--- src/rtl/core/mh64_pkg.sv ---
// Shared types, constants and helpers for the MurmurHash64A unit.
// Used by every module in rtl/core; depends on nothing else.
package mh64_pkg;

  localparam logic [63:0] MUL_CONST  = 64'hc6a4a7935bd1e995;
  localparam int unsigned SHIFT_BITS = 47;
  localparam logic [63:0] SEED_RESET = 64'h000000decafcaffe;
  localparam logic [7:0]  BYTE_MASK  = 8'hff;
  localparam int unsigned WORD_BYTES = 8;

  localparam int unsigned QUEUE_DEPTH = 2;
  localparam int unsigned QPTR_W      = $clog2(QUEUE_DEPTH);
  localparam int unsigned QCNT_W      = $clog2(QUEUE_DEPTH + 1);

  typedef enum logic [1:0] {
    OP_NONE,
    OP_BLOCK,
    OP_PARTIAL
  } op_t;

  typedef struct packed {
    logic [63:0] data;
    logic [31:0] length;
    op_t         op;
    logic        first;
    logic        last;
  } cmd_t;

  typedef struct packed {
    logic busy;
    logic done;
  } mul_stat_t;

  typedef enum logic [2:0] {
    ST_IDLE,
    ST_INIT,
    ST_DISPATCH,
    ST_K1,
    ST_K2,
    ST_H,
    ST_FINAL,
    ST_FIN
  } state_t;

  function automatic logic [63:0] shift_mix(input logic [63:0] x);
    shift_mix = x ^ (x >> SHIFT_BITS);
  endfunction

endpackage

--- src/rtl/core/mh64_front.sv ---
// Front end: classifies an incoming word and masks the bytes of a partial word.
// Depends on mh64_pkg for the command type and constants.
module mh64_front (
  input  logic               in_push,
  input  logic               q_full,
  input  logic [63:0]        data_word,
  input  logic [3:0]         word_bytes,
  input  logic               first_word,
  input  logic               last_word,
  input  logic [31:0]        message_length,
  output logic               q_push,
  output mh64_pkg::cmd_t     q_cmd
);

  logic [63:0] mask;
  logic        full_block;

  always_comb begin
    for (int i = 0; i < mh64_pkg::WORD_BYTES; i++) begin
      mask[8*i +: 8] = (4'(i) < word_bytes) ? mh64_pkg::BYTE_MASK : 8'h00;
    end
  end

  assign full_block = !last_word || (word_bytes >= 4'(mh64_pkg::WORD_BYTES));

  always_comb begin
    q_cmd.length = message_length;
    q_cmd.first  = first_word;
    q_cmd.last   = last_word;
    if (full_block) begin
      q_cmd.op   = mh64_pkg::OP_BLOCK;
      q_cmd.data = data_word;
    end else if (word_bytes != 4'd0) begin
      q_cmd.op   = mh64_pkg::OP_PARTIAL;
      q_cmd.data = data_word & mask;
    end else begin
      q_cmd.op   = mh64_pkg::OP_NONE;
      q_cmd.data = data_word;
    end
  end

  assign q_push = in_push && !q_full;

endmodule

--- src/rtl/core/mh64_cmd_queue.sv ---
// Short command queue between the front end and the hash sequencer.
// Depends on mh64_pkg for the command type and the queue depth.
module mh64_cmd_queue (
  input  logic               clk,
  input  logic               rst_n,
  input  logic               push,
  input  mh64_pkg::cmd_t     push_cmd,
  input  logic               pop,
  output mh64_pkg::cmd_t     head_cmd,
  output logic               full,
  output logic               empty
);

  mh64_pkg::cmd_t                       entry_r [mh64_pkg::QUEUE_DEPTH];
  logic [mh64_pkg::QPTR_W-1:0]          wr_ptr_r, wr_ptr_nxt;
  logic [mh64_pkg::QPTR_W-1:0]          rd_ptr_r, rd_ptr_nxt;
  logic [mh64_pkg::QCNT_W-1:0]          count_r, count_nxt;
  logic                                 do_push, do_pop;

  assign full     = (count_r == mh64_pkg::QCNT_W'(mh64_pkg::QUEUE_DEPTH));
  assign empty    = (count_r == '0);
  assign do_push  = push && !full;
  assign do_pop   = pop && !empty;
  assign head_cmd = entry_r[rd_ptr_r];

  always_comb begin
    wr_ptr_nxt = wr_ptr_r;
    rd_ptr_nxt = rd_ptr_r;
    count_nxt  = count_r;
    if (do_push) begin
      wr_ptr_nxt = (wr_ptr_r == mh64_pkg::QPTR_W'(mh64_pkg::QUEUE_DEPTH - 1)) ? '0
                                                                              : wr_ptr_r + 1'b1;
    end
    if (do_pop) begin
      rd_ptr_nxt = (rd_ptr_r == mh64_pkg::QPTR_W'(mh64_pkg::QUEUE_DEPTH - 1)) ? '0
                                                                              : rd_ptr_r + 1'b1;
    end
    if (do_push && !do_pop) begin
      count_nxt = count_r + 1'b1;
    end else if (do_pop && !do_push) begin
      count_nxt = count_r - 1'b1;
    end
  end

  always_ff @(posedge clk) begin
    if (!rst_n) begin
      wr_ptr_r <= '0;
      rd_ptr_r <= '0;
      count_r  <= '0;
    end else begin
      wr_ptr_r <= wr_ptr_nxt;
      rd_ptr_r <= rd_ptr_nxt;
      count_r  <= count_nxt;
    end
  end

  always_ff @(posedge clk) begin
    if (do_push) begin
      entry_r[wr_ptr_r] <= push_cmd;
    end
  end

`ifndef NO_ASSERTIONS
  a_count_bound: assert property (@(posedge clk) disable iff (!rst_n)
    count_r <= mh64_pkg::QCNT_W'(mh64_pkg::QUEUE_DEPTH))
    else $error("command queue count exceeds its depth");
  a_count_step: assert property (@(posedge clk) disable iff (!rst_n)
    (do_push && !do_pop) |=> (count_r == $past(count_r) + 1'b1))
    else $error("command queue count missed a push");
`endif

endmodule

--- src/rtl/core/mh64_mul.sv ---
// Low 64 bits of a 64-bit operand times the hash constant, built from one
// shared 32x32 multiplier in three partial-product steps. Depends on mh64_pkg.
module mh64_mul (
  input  logic                  clk,
  input  logic                  rst_n,
  input  logic                  start,
  input  logic [63:0]           operand,
  output logic [63:0]           product,
  output mh64_pkg::mul_stat_t   stat
);

  logic [63:0] a_r;
  logic [63:0] acc_r, acc_nxt;
  logic [1:0]  step_r;
  logic        busy_r, done_r;
  logic [31:0] mx, my;
  logic [63:0] pp;

  always_comb begin
    case (step_r)
      2'd0: begin
        mx = a_r[31:0];
        my = mh64_pkg::MUL_CONST[31:0];
      end
      2'd1: begin
        mx = a_r[63:32];
        my = mh64_pkg::MUL_CONST[31:0];
      end
      2'd2: begin
        mx = a_r[31:0];
        my = mh64_pkg::MUL_CONST[63:32];
      end
      default: begin
        mx = '0;
        my = '0;
      end
    endcase
    pp = {32'd0, mx} * {32'd0, my};
    if (step_r == 2'd0) begin
      acc_nxt = pp;
    end else begin
      acc_nxt = {acc_r[63:32] + pp[31:0], acc_r[31:0]};
    end
  end

  always_ff @(posedge clk) begin
    if (!rst_n) begin
      busy_r <= 1'b0;
      done_r <= 1'b0;
      step_r <= '0;
    end else begin
      done_r <= 1'b0;
      if (start && !busy_r) begin
        busy_r <= 1'b1;
        step_r <= '0;
      end else if (busy_r) begin
        step_r <= step_r + 1'b1;
        if (step_r == 2'd2) begin
          busy_r <= 1'b0;
          done_r <= 1'b1;
        end
      end
    end
  end

  always_ff @(posedge clk) begin
    if (start && !busy_r) begin
      a_r <= operand;
    end
    if (busy_r) begin
      acc_r <= acc_nxt;
    end
  end

  assign product   = acc_r;
  assign stat.busy = busy_r;
  assign stat.done = done_r;

`ifndef NO_ASSERTIONS
  a_done_after_busy: assert property (@(posedge clk) disable iff (!rst_n)
    done_r |-> ($past(busy_r) && $past(step_r) == 2'd2))
    else $error("multiplier finished without three partial products");
`endif

endmodule

--- src/rtl/core/mh64_back.sv ---
// Hash sequencer: runs seeding, block mixing, tail mixing and finalization
// on the shared multiplier and holds the result register. Depends on
// mh64_pkg and mh64_mul.
module mh64_back (
  input  logic               clk,
  input  logic               rst_n,
  input  logic               cfg_wr_en,
  input  logic [63:0]        cfg_wr_data,
  input  mh64_pkg::cmd_t     q_cmd,
  input  logic               q_empty,
  output logic               q_pop,
  input  logic               out_pop,
  output logic               out_empty,
  output logic [63:0]        out_hash_value
);

  mh64_pkg::state_t     state_r, state_nxt;
  mh64_pkg::cmd_t       cmd_r, cmd_nxt;
  logic [63:0]          seed_r;
  logic [63:0]          h_r, h_nxt;
  logic [63:0]          res_r, res_nxt;
  logic                 res_valid_r, res_valid_nxt;
  logic                 res_load, slot_free;
  logic                 mul_start;
  logic [63:0]          mul_a;
  logic [63:0]          mul_p;
  mh64_pkg::mul_stat_t  mul_stat;

  mh64_mul u_mul (
    .clk     (clk),
    .rst_n   (rst_n),
    .start   (mul_start),
    .operand (mul_a),
    .product (mul_p),
    .stat    (mul_stat)
  );

  assign slot_free = !res_valid_r || out_pop;

  always_comb begin
    state_nxt = state_r;
    cmd_nxt   = cmd_r;
    h_nxt     = h_r;
    mul_start = 1'b0;
    mul_a     = '0;
    q_pop     = 1'b0;
    res_load  = 1'b0;
    case (state_r)
      mh64_pkg::ST_IDLE: begin
        if (!q_empty) begin
          q_pop   = 1'b1;
          cmd_nxt = q_cmd;
          if (q_cmd.first) begin
            mul_start = 1'b1;
            mul_a     = {32'd0, q_cmd.length};
            state_nxt = mh64_pkg::ST_INIT;
          end else begin
            state_nxt = mh64_pkg::ST_DISPATCH;
          end
        end
      end
      mh64_pkg::ST_INIT: begin
        if (mul_stat.done) begin
          h_nxt     = seed_r ^ mul_p;
          state_nxt = mh64_pkg::ST_DISPATCH;
        end
      end
      mh64_pkg::ST_DISPATCH: begin
        case (cmd_r.op)
          mh64_pkg::OP_BLOCK: begin
            mul_start = 1'b1;
            mul_a     = cmd_r.data;
            state_nxt = mh64_pkg::ST_K1;
          end
          mh64_pkg::OP_PARTIAL: begin
            mul_start = 1'b1;
            mul_a     = h_r ^ cmd_r.data;
            state_nxt = mh64_pkg::ST_H;
          end
          default: begin
            state_nxt = cmd_r.last ? mh64_pkg::ST_FINAL : mh64_pkg::ST_IDLE;
          end
        endcase
      end
      mh64_pkg::ST_K1: begin
        if (mul_stat.done) begin
          mul_start = 1'b1;
          mul_a     = mh64_pkg::shift_mix(mul_p);
          state_nxt = mh64_pkg::ST_K2;
        end
      end
      mh64_pkg::ST_K2: begin
        if (mul_stat.done) begin
          mul_start = 1'b1;
          mul_a     = h_r ^ mul_p;
          state_nxt = mh64_pkg::ST_H;
        end
      end
      mh64_pkg::ST_H: begin
        if (mul_stat.done) begin
          h_nxt     = mul_p;
          state_nxt = cmd_r.last ? mh64_pkg::ST_FINAL : mh64_pkg::ST_IDLE;
        end
      end
      mh64_pkg::ST_FINAL: begin
        mul_start = 1'b1;
        mul_a     = mh64_pkg::shift_mix(h_r);
        state_nxt = mh64_pkg::ST_FIN;
      end
      mh64_pkg::ST_FIN: begin
        if (!mul_stat.busy && !mul_stat.done && slot_free) begin
          res_load  = 1'b1;
          state_nxt = mh64_pkg::ST_IDLE;
        end
      end
      default: begin
        state_nxt = mh64_pkg::ST_IDLE;
      end
    endcase
  end

  always_comb begin
    res_nxt       = res_r;
    res_valid_nxt = res_valid_r;
    if (res_load) begin
      res_nxt       = mh64_pkg::shift_mix(mul_p);
      res_valid_nxt = 1'b1;
    end else if (out_pop) begin
      res_valid_nxt = 1'b0;
    end
  end

  always_ff @(posedge clk) begin
    if (!rst_n) begin
      state_r     <= mh64_pkg::ST_IDLE;
      h_r         <= '0;
      seed_r      <= mh64_pkg::SEED_RESET;
      res_valid_r <= 1'b0;
    end else begin
      state_r     <= state_nxt;
      h_r         <= h_nxt;
      res_valid_r <= res_valid_nxt;
      if (cfg_wr_en) begin
        seed_r <= cfg_wr_data;
      end
    end
  end

  always_ff @(posedge clk) begin
    cmd_r <= cmd_nxt;
    res_r <= res_nxt;
  end

  assign out_empty      = !res_valid_r;
  assign out_hash_value = res_r;

`ifndef NO_ASSERTIONS
  a_start_when_free: assert property (@(posedge clk) disable iff (!rst_n)
    mul_start |-> !mul_stat.busy)
    else $error("multiplier started while still busy");
  a_pop_from_idle: assert property (@(posedge clk) disable iff (!rst_n)
    q_pop |-> (state_r == mh64_pkg::ST_IDLE && !q_empty))
    else $error("command taken outside the idle state");
  a_no_overwrite: assert property (@(posedge clk) disable iff (!rst_n)
    (res_load && res_valid_r) |-> out_pop)
    else $error("result register overwritten before its transfer");
`endif

endmodule

--- src/rtl/core/murmur64a_hash64_unit.sv ---
// Top level of the streaming MurmurHash64A unit: front end, command queue and
// hash sequencer. Depends on mh64_pkg, mh64_front, mh64_cmd_queue, mh64_back.
//
//   Channel   Handshake        Payload
//   input     in_push/in_full  in_data_word, in_word_bytes, in_first_word,
//                              in_last_word, in_message_length
//   result    out_empty/out_pop out_hash_value
//   config    cfg_wr_en        cfg_wr_data (seed)
//
// Every 64-bit product goes through one 32x32 multiplier in three steps.
// A middle word takes three products; a first word adds one product for
// seeding, a last word adds one for finalization and then loads the result.
// A two-entry command queue takes words while the sequencer works, and the
// sequencer keeps going while one finished hash waits in the result register.
// Reset is synchronous; it empties both queues and reloads the default seed.
module murmur64a_hash64_unit (
  input  logic        clk,
  input  logic        rst_n,
  input  logic        cfg_wr_en,
  input  logic [63:0] cfg_wr_data,
  input  logic        in_push,
  output logic        in_full,
  input  logic [63:0] in_data_word,
  input  logic [3:0]  in_word_bytes,
  input  logic        in_first_word,
  input  logic        in_last_word,
  input  logic [31:0] in_message_length,
  output logic        out_empty,
  input  logic        out_pop,
  output logic [63:0] out_hash_value
);

  mh64_pkg::cmd_t front_cmd;
  mh64_pkg::cmd_t head_cmd;
  logic           q_push, q_pop, q_full, q_empty;

  mh64_front u_front (
    .in_push        (in_push),
    .q_full         (q_full),
    .data_word      (in_data_word),
    .word_bytes     (in_word_bytes),
    .first_word     (in_first_word),
    .last_word      (in_last_word),
    .message_length (in_message_length),
    .q_push         (q_push),
    .q_cmd          (front_cmd)
  );

  mh64_cmd_queue u_queue (
    .clk      (clk),
    .rst_n    (rst_n),
    .push     (q_push),
    .push_cmd (front_cmd),
    .pop      (q_pop),
    .head_cmd (head_cmd),
    .full     (q_full),
    .empty    (q_empty)
  );

  mh64_back u_back (
    .clk            (clk),
    .rst_n          (rst_n),
    .cfg_wr_en      (cfg_wr_en),
    .cfg_wr_data    (cfg_wr_data),
    .q_cmd          (head_cmd),
    .q_empty        (q_empty),
    .q_pop          (q_pop),
    .out_pop        (out_pop),
    .out_empty      (out_empty),
    .out_hash_value (out_hash_value)
  );

  assign in_full = q_full;

endmodule

--- config.mk ---
export PLATFORM = sky130hd
export DESIGN_NAME = murmur64a_hash64_unit
export DESIGN_NICKNAME = d
export VERILOG_FILES = /design/src/rtl/core/mh64_pkg.sv /design/src/rtl/core/mh64_front.sv /design/src/rtl/core/mh64_cmd_queue.sv /design/src/rtl/core/mh64_mul.sv /design/src/rtl/core/mh64_back.sv /design/src/rtl/core/murmur64a_hash64_unit.sv
export SDC_FILE = /design/constraint.sdc
export NUM_CORES = 2
export LEC_CHECK = 0
export BUFFER_PORTS_ARGS = -buffer_cell sky130_fd_sc_hd__buf_2
export CAP_MARGIN = 20
export CORE_MARGIN = 2
export CORE_UTILIZATION = 65
export CTS_BUF_LIST = sky130_fd_sc_hd__clkbuf_8
export DETAILED_ROUTE_END_ITERATION = 10
export GPL_ROUTABILITY_DRIVEN = 0
export HOLD_SLACK_MARGIN = 0.05
export PLACE_DENSITY = 0.83
export SYNTH_ARGS = -nofsm -noshare
export SYNTH_HDL_FRONTEND = slang
export SYNTH_SLANG_ARGS = --single-unit
--- constraint.sdc ---
create_clock -name clk -period 27 [get_ports clk]
set_input_delay 1.35 -clock clk [delete_from_list [all_inputs] [get_ports clk]]
set_output_delay 1.35 -clock clk [all_outputs]
set_load 0.05 [all_outputs]
==> results.md <==
Routing:
- The final antenna-violating net count is 0.
- The via count is around 38000.
- The first-pass iteration count of the detailed router is 7.
- The detailed-route vias per instance is 6.22.
- For this block, the initial DRC count from the detailed router was 4485.
- After detailed routing, the number of remaining DRC violations is 0.
- After detailed routing, the total wire length is 149 mm.
- After detailed routing, the average wire length per cell comes to between 20 and 25 um.

Floorplan:
- The starting density of the core is 65.7%.
- The die covers 82200 um^2.
- The row count is roughly 100.
- The I/O pin count is about 240.
- The die span in y is 287 um.
- The die extent in x is 287 um.
- The area of the core region is 79100 um^2.

Logic synthesis:
- The share of the synthesized area in the top cell type is about a quarter.
- The synthesized netlist net count is 5998.
- Of all flip-flops after synthesis, the portion carrying an async set or reset was 0%.
- Among all flip-flop cells after synthesis, the most frequent one is edfxtp_1.
- Sorting the synthesized cells by area gives the leading types as edfxtp_1, fa_1, ha_1, inv_1, dfxtp_1.
- The number of instances in the synthesized netlist is 4754.
- After synthesis the netlist holds a flip-flop and latch count of 600.
- In this run the cell area of the synthesized design comes to 52000 um^2.
- The post-synthesis average cell area is 10.9 um^2.
- Ranked by instance count, the synthesized netlist is headed by inv_1, fa_1, edfxtp_1.
- Yosys printed 0 warnings.
- The number of flops mapped to enable cells by yosys is 459.
- The biggest area contributor in the post-synthesis netlist is edfxtp_1.
- Sequential cells were found to cover 32.0% of the synthesized design area.
- Among all cell types in the netlist, the one instantiated most often is inv_1.
- The number of distinct standard cells referenced by the synthesized netlist is 77.

Timing:
- Setup violations remaining at the end of the flow were counted as 0.
- Setup repair after global routing left no endpoint under its margin.
- Setup total negative slack on the finished layout was measured at 0 ps.
- The max-slew headroom at the worst pin is ~22%.
- Clock skew on the completed layout was measured at 54.8 ps.
- The number of pins exceeding their max-slew limit in the final report is 0.
- The tightest hold path in the finished design has a slack of 475 ps.
- The routed design could run at a clock period as short as 10860 ps.
- The fmax is between 90 and 100 MHz.
- The worst path uses between 40% and 50% of the clock period.
- The final count of hold timing violations came to 0.
- At the pin with the least slew margin, the transition time is 1150 ps.

Worst hold path:
- The worst hold path stage count is 2.
- The critical hold path startpoint is u_back.seed_r[7].
- The min-delay analysis places its worst path in the category flop to flop.
- The end point of the worst hold path is u_back.seed_r[7].

GRT:
- After global routing the overflow that remains totals 0.
- The via count of the first global-routing pass is 39000.
- The global-route wire length before repair is 227 mm.
- The number of antenna violations at the first check in global routing is 4.
- The pin count of the biggest net entering global routing is 130.
- Global routing consumed, over all layers together, 36.9% of the routing resources.

Clock tree:
- The number of buffers inserted to repair setup after CTS is 0.
- Counting the buffers created by CTS gives 89.
- The clock slew at the register clock pins of the worst setup and hold paths is approximately 70 ps.
- The number of hold buffers added after CTS is 0.
- The later-pin clock latency in the skew report is roughly 720 ps.
- TritonCTS built the clock tree.
- No sink is reached through more buffers than the 3 on the longest clock path.
- Post-CTS repair changed the size of 0 cells.
- CTS saw 600 sinks.
- CTS placed an instance of clkbuf_8 at the clock tree root.
- The clock tree synthesis step divided the H-tree into 3 levels.

Cells and area:
- The net count reported at finish is 6197.
- Compared with the post-synthesis result, the final layout area differs by 8.01%.
- In the final layout, the share of cells above drive strength 1 is 10.8%.

Setup path:
- The count of cells along the worst register-to-register path is 35.
- In this run the critical register-to-register path is launched from u_back.u_mul.step_r[1].
- The master of the slowest instance on the critical path is nor2_1.
- The worst-path maximum fanout is 21.
- The reg-to-reg endpoint is u_back.u_mul.product[63].
- For the worst setup path, the data arrival time is 11300 ps.
- By startpoint and endpoint, the worst setup path is classified as flop to flop.
- The worst setup path is captured at a flop.
- Setup slack on the worst reg-to-reg path comes out at 16140 ps.
- In this design, the critical path's most frequently occurring cell is inv_1.
- The worst setup path is launched from a flop.
- Data on the critical path is required at its endpoint by 27440 ps.
- The stage delay of the slowest cell on the critical path is just over 800 ps.

Placement:
- The post-detailed-placement half-perimeter wirelength is 117 mm.
- The number of input and output port buffers inserted is between 200 and 250.

Flow run:
- The tool flagged a number of max-cap violations equal to 0.

Status:
- The run finished with clean final reports.
## per-stage QoR
step           utilization (%)  setup WS, ps  area (um^2)  instances
3_3_place_gp              68.5         16660        54200       5910
6_report                  70.9         16140        56100       6079
2_1_floorplan                -         17660        52000       4754
3_5_place_dp              68.5         16450        54200       5910
5_1_grt                   70.9         15570        56100       6077
4_1_cts                   70.9         16410        56100       6075
## worst max-delay path: cells and delay by family (launching register included)
family	cells	cell delay, ps
buf+inv	9	1360
simple gates	5	1430
compound gates	7	1550
fa+ha+maj	11	5120
mux	1	90
flops	1	350
xor+xnor	2	680
## layout make-up
type / count / area, um^2
Fill cell: 5459 / 23000
Clock inverter: 58 / 397
Timing Repair Buffer: 287 / 1590
Antenna cell: 2 / 5.00
Inverter: 869 / 3260
Multi-Input combinational cell: 3106 / 31500
Clock buffer: 107 / 1470
Sequential cell: 600 / 16600
Tap cell: 1050 / 1310
## cells in the final DEF (no fill, tap or decap), drive strengths merged, types with 20 or more instances in the layout
cell | Yosys | routed
a221o | 49 | 49
xor2 | 126 | 126
o21bai | 20 | 20
nand3b | 34 | 34
buf | 24 | 287
mux2i | 105 | 105
a22oi | 34 | 34
clkbuf | 155 | 107
a221oi | 23 | 23
edfxtp | 459 | 459
a21o | 56 | 56
clkinv | 0 | 22
nor2 | 110 | 110
dfxtp | 141 | 141
o211a | 67 | 67
nand2b | 23 | 23
nand2 | 394 | 394
mux2 | 71 | 71
o21ai | 321 | 321
nor2b | 134 | 134
fa | 653 | 653
xnor2 | 58 | 58
and2 | 51 | 51
a21oi | 156 | 156
inv | 869 | 901
ha | 420 | 420
## sequential cells by signal, summed over array words and instances, names as in the netlist, named ones only
name	flops
u_queue.entry_r	200
u_back.cmd_r	67
u_back.h_r	64
u_back.out_hash_value	64
u_back.seed_r	64
u_back.u_mul.a_r	64
u_back.u_mul.product	64
u_back.state_r	3
u_back.u_mul.step_r	2
u_queue.count_r	2
u_back.res_valid_r	1
u_back.u_mul.busy_r	1
u_back.u_mul.done_r	1
u_queue.rd_ptr_r	1
u_queue.wr_ptr_r	1
## routing by layer
layer | track usage [%] | vias up | wire (um)
met5 | 0 | - | 8
met4 | 20.6 | 2 | 10200
met3 | 9.49 | 594 | 17900
met2 | 58.1 | 2550 | 67800
met1 | 46.9 | 18500 | 52900
li1 | - | 16200 | -
## worst max path at each step
| stage | from | endpoint |
|---|---|---|
| finish | u_back.u_mul.step_r[1] | u_back.u_mul.product[63] |
| global route | u_back.u_mul.step_r[0] | u_back.u_mul.product[62] |
| CTS | u_back.u_mul.step_r[1] | u_back.u_mul.product[63] |
| detailed placement | u_back.u_mul.step_r[1] | u_back.u_mul.product[63] |
| global placement | u_back.u_mul.step_r[1] | u_back.u_mul.product[63] |
| floorplan | u_back.u_mul.step_r[0] | u_back.u_mul.product[61] |
## cell families (layout without fill, tap and decap cells)
family                     count (synthesis)  after routing  synth area share (%)
other                                      0              2                     0
xor gates and xnor gates                 185            185                  3.14
AOI/OAI and AO/OA                        832            832                  10.8
and+or+nand+nor                          840            840                  7.73
buffers and inverters                   1048           1321                  7.58
muxes                                    176            176                  3.56
DFF                                      600            600                  32.0
adders and majority gates               1073           1073                  35.3
Power is left out: the tool's default activity adds up to more than one toggle a clock period on the data nets, which glitch-free logic cannot reach.
